===== src/trimmed_mean_sample_filter_macros.svh =====
// Assertion helpers for the trimmed-mean filter.
// Each macro expects clk and rst_n to be visible where it is used.
`ifndef TRIMMED_MEAN_SAMPLE_FILTER_MACROS_SVH
`define TRIMMED_MEAN_SAMPLE_FILTER_MACROS_SVH

// Same-cycle implication, disabled during reset.
`define TMSF_ASSERT_SAME(label, ante, cons) \
  label: assert property (@(posedge clk) disable iff (!rst_n) (ante) |-> (cons)) \
    else $error("trimmed mean filter: same-cycle check failed");

// Next-cycle implication, disabled during reset.
`define TMSF_ASSERT_NEXT(label, ante, cons) \
  label: assert property (@(posedge clk) disable iff (!rst_n) (ante) |=> (cons)) \
    else $error("trimmed mean filter: next-cycle check failed");

`endif


===== src/tmsf_pkg.sv =====
`default_nettype none

package tmsf_pkg;

  // Width of one converter code and of one result.
  localparam int unsigned CODE_W = 24;

  // Default number of samples in one batch.
  localparam int unsigned DEF_BATCH_SIZE = 8;

  // Status of the divide pipeline as seen by the top level.
  typedef struct packed {
    logic busy;
    logic res_valid;
  } div_stat_t;

endpackage

`default_nettype wire


===== src/tmsf_accum.sv =====
`default_nettype none

module tmsf_accum #(
  parameter int unsigned BATCH_SIZE = tmsf_pkg::DEF_BATCH_SIZE,
  localparam int unsigned SW = tmsf_pkg::CODE_W + $clog2(BATCH_SIZE),
  localparam int unsigned PW = $clog2(BATCH_SIZE)
) (
  input  wire logic                         clk,
  input  wire logic                         rst_n,
  input  wire logic                         adv,
  input  wire logic                         take,
  input  wire logic [tmsf_pkg::CODE_W-1:0]  code,
  output logic                              batch_valid,
  output logic signed [SW-1:0]              batch_sum,
  output logic signed [tmsf_pkg::CODE_W-1:0] batch_max,
  output logic signed [tmsf_pkg::CODE_W-1:0] batch_min,
  output logic [PW-1:0]                     pos
);
  import tmsf_pkg::*;

  logic [PW-1:0]              pos_r;
  logic signed [SW-1:0]       sum_r;
  logic signed [CODE_W-1:0]   max_r;
  logic signed [CODE_W-1:0]   min_r;
  logic                       bvalid_r;
  logic signed [SW-1:0]       bsum_r;
  logic signed [CODE_W-1:0]   bmax_r;
  logic signed [CODE_W-1:0]   bmin_r;

  logic signed [CODE_W-1:0]   sample;
  logic signed [SW-1:0]       sample_ext;
  logic signed [SW-1:0]       sum_nxt;
  logic signed [CODE_W-1:0]   max_nxt;
  logic signed [CODE_W-1:0]   min_nxt;
  logic                       first;
  logic                       last;

  // The raw code is already two's complement; widen it for the sum.
  assign sample     = signed'(code);
  assign sample_ext = {{(SW - CODE_W){code[CODE_W-1]}}, code};
  assign first      = (pos_r == '0);
  assign last       = (pos_r == PW'(BATCH_SIZE - 1));

  // The first sample of a batch seeds the sum and both extremes.
  always_comb begin
    sum_nxt = first ? sample_ext : sum_r + sample_ext;
    max_nxt = (first || (sample > max_r)) ? sample : max_r;
    min_nxt = (first || (sample < min_r)) ? sample : min_r;
  end

  // Control state: position within the batch and the batch-complete flag.
  always_ff @(posedge clk) begin
    if (!rst_n) begin
      pos_r    <= '0;
      bvalid_r <= 1'b0;
    end else begin
      if (adv) begin
        bvalid_r <= take && last;
      end
      if (take) begin
        pos_r <= last ? '0 : pos_r + 1'b1;
      end
    end
  end

  // Running totals, and the totals of a finished batch handed on.
  always_ff @(posedge clk) begin
    if (take) begin
      sum_r <= sum_nxt;
      max_r <= max_nxt;
      min_r <= min_nxt;
    end
    if (take && last) begin
      bsum_r <= sum_nxt;
      bmax_r <= max_nxt;
      bmin_r <= min_nxt;
    end
  end

  assign batch_valid = bvalid_r;
  assign batch_sum   = bsum_r;
  assign batch_max   = bmax_r;
  assign batch_min   = bmin_r;
  assign pos         = pos_r;

endmodule

`default_nettype wire


===== config.mk =====
export PLATFORM = sky130hd
export DESIGN_NAME = tmsf_accum
export DESIGN_NICKNAME = d
export VERILOG_FILES = /design/src/trimmed_mean_sample_filter_macros.svh /design/src/tmsf_pkg.sv /design/src/tmsf_accum.sv
export SDC_FILE = /design/constraint.sdc
export NUM_CORES = 1
export LEC_CHECK = 0
export ABC_CLOCK_PERIOD_IN_PS = 8500
export BUFFER_PORTS_ARGS = -buffer_cell sky130_fd_sc_hd__buf_2
export CORE_MARGIN = 2
export CORE_UTILIZATION = 60
export DETAILED_ROUTE_END_ITERATION = 16
export MAX_ROUTING_LAYER = met4
export PLACE_DENSITY_LB_ADDON = 0.25
export SETUP_SLACK_MARGIN = 0.3
export SLEW_MARGIN = 30
export SYNTH_ARGS = -nofsm -noshare
export SYNTH_HDL_FRONTEND = slang
export SYNTH_SLANG_ARGS = --single-unit

===== constraint.sdc =====
create_clock -name clk -period 8.5 [get_ports clk]
set_input_delay 0.85 -clock clk [delete_from_list [all_inputs] [get_ports clk]]
set_output_delay 0.85 -clock clk [all_outputs]
set_load 0.01 [all_outputs]

# After elaboration in Yosys (flattened, before gate mapping)

Cells that the tools add are included.

Magnitude comparators: 2
Add/sub/neg operators: 2
Eq/ne operators: 1
Reduce and logical (&&, ||, !) cells: 4
Multiplexer cells: 4

Operator list:

| kind                                        | count |
|---|---|
| 2-to-1 mux 24 bit                           | 2 |
| adder 27 x 24 -> 27 bit                     | 1 |
| 2-to-1 mux 27 bit                           | 1 |
| > comparator 24 bit                         | 1 |
| < comparator 24 bit                         | 1 |
| adder 3 x 1 -> 3 bit, second input constant | 1 |
| == test 3 bit, second input constant        | 1 |
| zero test 3 bit                             | 1 |
| 2-to-1 mux 3 bit                            | 1 |
| logical OR 1 bit                            | 2 |
| logical AND 1 bit                           | 1 |

Bits in registers: 154
Word-level logic and storage cells: 21
Input port bits: 28
Output and inout port bits: 79

# Longest topological paths before layout

Word-level depth: 3
Gate-level depth with buffers: 11
Gate-level depth less buffers: 9

# Least setup slack after synthesis

OpenSTA, ideal clock, no wires.

Path kind: input port to flip-flop
From: input port code[22] in the netlist's numbering
To: register bmin_r[10] (netlist: batch_min[10]), data pin
Setup time: 0.266 ns
Data required time: 8.234 ns
Buffers on the path: 1
Data arrival time: 2.820 ns
Setup slack: 5.414 ns
Stages on the path: 9
Cell sequence: ha_1 > and4_1 > a21oi_1 > o21ai_1 > a2111oi_2 > a32oi_1 > o21ai_4 > buf_6 > mux2_1

Word-level cells in the longest chain between the ends: 3

RTL lines:

| what                 | line             | source |
|---|---|---|
| from (decl)          | tmsf_accum.sv:12 | `input wire logic [tmsf_pkg::CODE_W-1:0] code,` |
| < comparator 24 bit  | tmsf_accum.sv:48 | `min_nxt = (first \|\| (sample < min_r)) ? sample : min_r;` |
| logical OR 1 bit     | tmsf_accum.sv:48 |  |
| 2-to-1 mux 24 bit    | tmsf_accum.sv:48 |  |
| via min_nxt[10]      | tmsf_accum.sv:34 | `logic signed [CODE_W-1:0] min_nxt;` |
| to (signal assigned) | tmsf_accum.sv:76 | `bmin_r <= min_nxt;` |
| to (decl)            | tmsf_accum.sv:28 | `logic signed [CODE_W-1:0] bmin_r;` |

The timed path passes the listed nets, and every way through them passes these cells.
A chain may end at the register's enable or synchronous reset.

# Worst setup path in the final report

From: input port code[23] in the netlist's numbering
To: register bmin_r[8] (netlist: batch_min[8]), data pin

Same word-level chain as after synthesis.

==> results.yml <==
status:
  status: "finished clean"
finish:
  final_common_cell: "edfxtp_1"
  final_net_count: 1046
  fillers: 1145
  layout-drive-gt1-share_pct: 15.5
  area_growth_pct: 13.4
  mostFrequentLayoutCells: "150 x edfxtp_1, 105 x buf_2, 76 x o21ai_0, 75 x ha_1"
  diodes: 0
  fin_area_sq_um: 10300
timing:
  grt_setup_unrepaired: "no"
  period_share_pct: 38.9
  worst_pin_slew_ns: 0.825
  hold_viol: 0
  fin_setup_tns_ns: 0
  fin_ws_ns: 5.19
  setup_viol: 0
  clock.fmax_mhz: 302
  clock_skew_ns: 0.0121
  relSlewSlack_pct: 44.8
  maxSlewViolCount: 0
  period_needed_ns: 3.31
yosys:
  avgSynthCellArea_sq_um: 10.6
  netlist_area_sq_um: 9090
  async_flop_share_pct: 0
  ys.flop_type: "edfxtp_1"
  synthesis.nets: 959
  ys_types: 56
  synth_cells: 854
  ys_seq_area_share_pct: 50.4
  synth_enable_flop_cells: 150
  synth_seq_cells: 154
  ys_warn_count: 0
grt:
  grt_pass1_vias: 6656
  grt_pass1_wl_microns: 34000
  grt_max_degree: 98
  grt.total_usage_pct: 27.9
  grt_overflow: 0
  antenna_found_initial: 0
die:
  die_w_microns: 127
  ios: 107
  core_area_sq_um: 15000
  fp.dieH_microns: 127
  rows: 45
  die-area_sq_um: 16200
  start_util_pct: 60.5
placed_design:
  dpl-instance-area_sq_um: 9780
  preCtsSetupSlack_ns: 4.72
  port_buffers: 106
  place_hpwl_microns: 14300
  place.gp.congestion: 0.871
worst_hold_path:
  hp-start: "batch_valid"
  hold-path-endpoint: "batch_valid"
  min_path_type: "reg2reg"
  whs_path_depth: 2
clocking:
  cts_sinks: 154
  ctsResizeCount: 0
  cts_tree: "done"
  clock_latency_ns: 0.43
  cts.clk_slew.worst_paths_ns: 0.06
  clock_path_buffers: 2
  cts_buffers: 17
  cts_setup_buffers: 0
  cts.htree.levels: 4
  cts-root-buf: "clkbuf_16"
  cts_hold_buf: 0
worst_setup_path:
  critPathMaxStageDelay_ns: 0.69
  cp_cell_sequence: "buf_2, ha_1, and4_1, a21oi_1, o21ai_1, a2111oi_2, a32oi_1, o21ai_4, mux2_1"
  r2r_slack_ns: 5.42
  r2r_cells: 9
  critPathArrivalTime_ns: 3.47
  setup.worst_path.start_class: "input pin"
  critPathKind: "in2reg"
  crit_slowest_cell: "o21ai_4"
  reg2reg_to: "batch_min[8]"
  crit_path_end_kind: "register"
  cp_data_required_time_ns: 8.67
  worst-path-max-fanout: 24
  r2r_start: "min_r[22]"
detailed_routing:
  vias_per_cell: 6.21
  ant_nets: 0
  drcViolationCount: 0
  vias: 7081
  wl_microns: 21400
  first_pass_iters: 5
  wire_per_inst_microns: 18.7
  drtIter0Drc: 721
power_and_ir_drop:
  ir_drop_mv: 0.161
  p_leak_uw: 0.00436
  p_per_area_nw_per_um2: 213
run:
  cap_violations: 0
final cells by class:
class                           instances  area [sq um]  share of cell area, %
Sequential cell                       154          4580                   44.4
Clock inverter                         12           103                  0.994
Tap cell                              188           235                   2.28
Inverter                               56           210                   2.04
Timing Repair Buffer                  112           614                   5.95
Clock buffer                           18           429                   4.16
Multi-Input combinational cell        600          4140                   40.1
kinds of logic after synthesis:
logic type | share of synthesized area (%)
AND/OR/NAND/NOR | 16.5
multiplexers | 3.52
XOR/XNOR | 1.83
buffers and inverters | 4.35
adder cells (fa/ha/maj) | 10.7
flip-flops | 50.4
AO/OA/AOI/OAI | 12.7
cells in the mapped netlist (3+ instances only):
master	instances	area [sq um]
a211oi_1	3	22.5
a21o_1	27	203
a21oi_1	40	200
a31oi_1	5	31.3
and2_1	5	31.3
and3_1	51	319
buf_2	4	20.0
clkbuf_1	36	135
dfxtp_1	4	80.1
edfxtp_1	150	4500
ha_1	76	951
inv_1	56	210
mux2_1	24	270
mux2i_1	5	50.1
nand2_1	56	210
nand3_1	31	155
nand4_1	36	225
nor2_1	24	90.1
nor2b_1	33	206
nor3_1	32	160
nor4_1	3	18.8
o211ai_1	5	37.5
o21a_1	3	22.5
o21ai_0	76	380
o21ai_1	9	45.0
o21bai_1	4	30.0
xnor2_1	9	78.8
xor2_1	10	87.6
critical path, delay by kind of cell:
family | cells | cell delay (ns)
muxes | 1 | 0.41
AOI/OAI and AO/OA | 5 | 1.47
and+or+nand+nor | 1 | 0.21
adders and majority gates | 1 | 0.29
buffers and inverters | 1 | 0.23
state kept, by name, summed over array words and instances (netlist names):
signal       cells
batch_min       24
pos              3
min_r           24
sum_r           27
batch_valid      1
max_r           24
batch_max       24
batch_sum       27
power by group:
| group | internal (uW) | switching (uW) | leakage [uW] |
|---|---|---|---|
| registers | 927 | 28.6 | 0.00144 |
| clock network | 397 | 299 | 0.000246 |
| logic | 204 | 348 | 0.00267 |
| total | 1530 | 676 | 0.00436 |
worst max-delay path by stage:
stage,start,to,depth (start not counted)
after floorplan,code[22],batch_min[10],9
after global placement,code[5],batch_min[7],6
after detailed placement,code[23],min_r[20],9
after CTS,code[22],batch_min[8],9
after global routing,code[23],min_r[1],9
final,code[23],batch_min[8],9
layer usage:
layer  routed length (microns)  global-route usage [%]
met5                         0                       -
met4                       448                    9.89
met3                      1760                    5.70
met2                      9880                    42.6
met1                      9260                    37.4
per-stage QoR:
| stage | hold WS (ns) | cells | util (%) | power, uW |
|---|---|---|---|---|
| final | 0.516 | 1140 | 68.6 | 2200 |
| after CTS | 0.521 | 1140 | 68.6 | 2200 |
| after global placement | 0.508 | 1107 | 64.7 | 1490 |
| after floorplan | 0.538 | 854 | - | 1370 |
| after detailed placement | 0.505 | 1110 | 65.0 | 1510 |
| after global routing | 0.531 | 1140 | 68.6 | 2310 |
No activity file was read; power rests on OpenSTA's default activity.
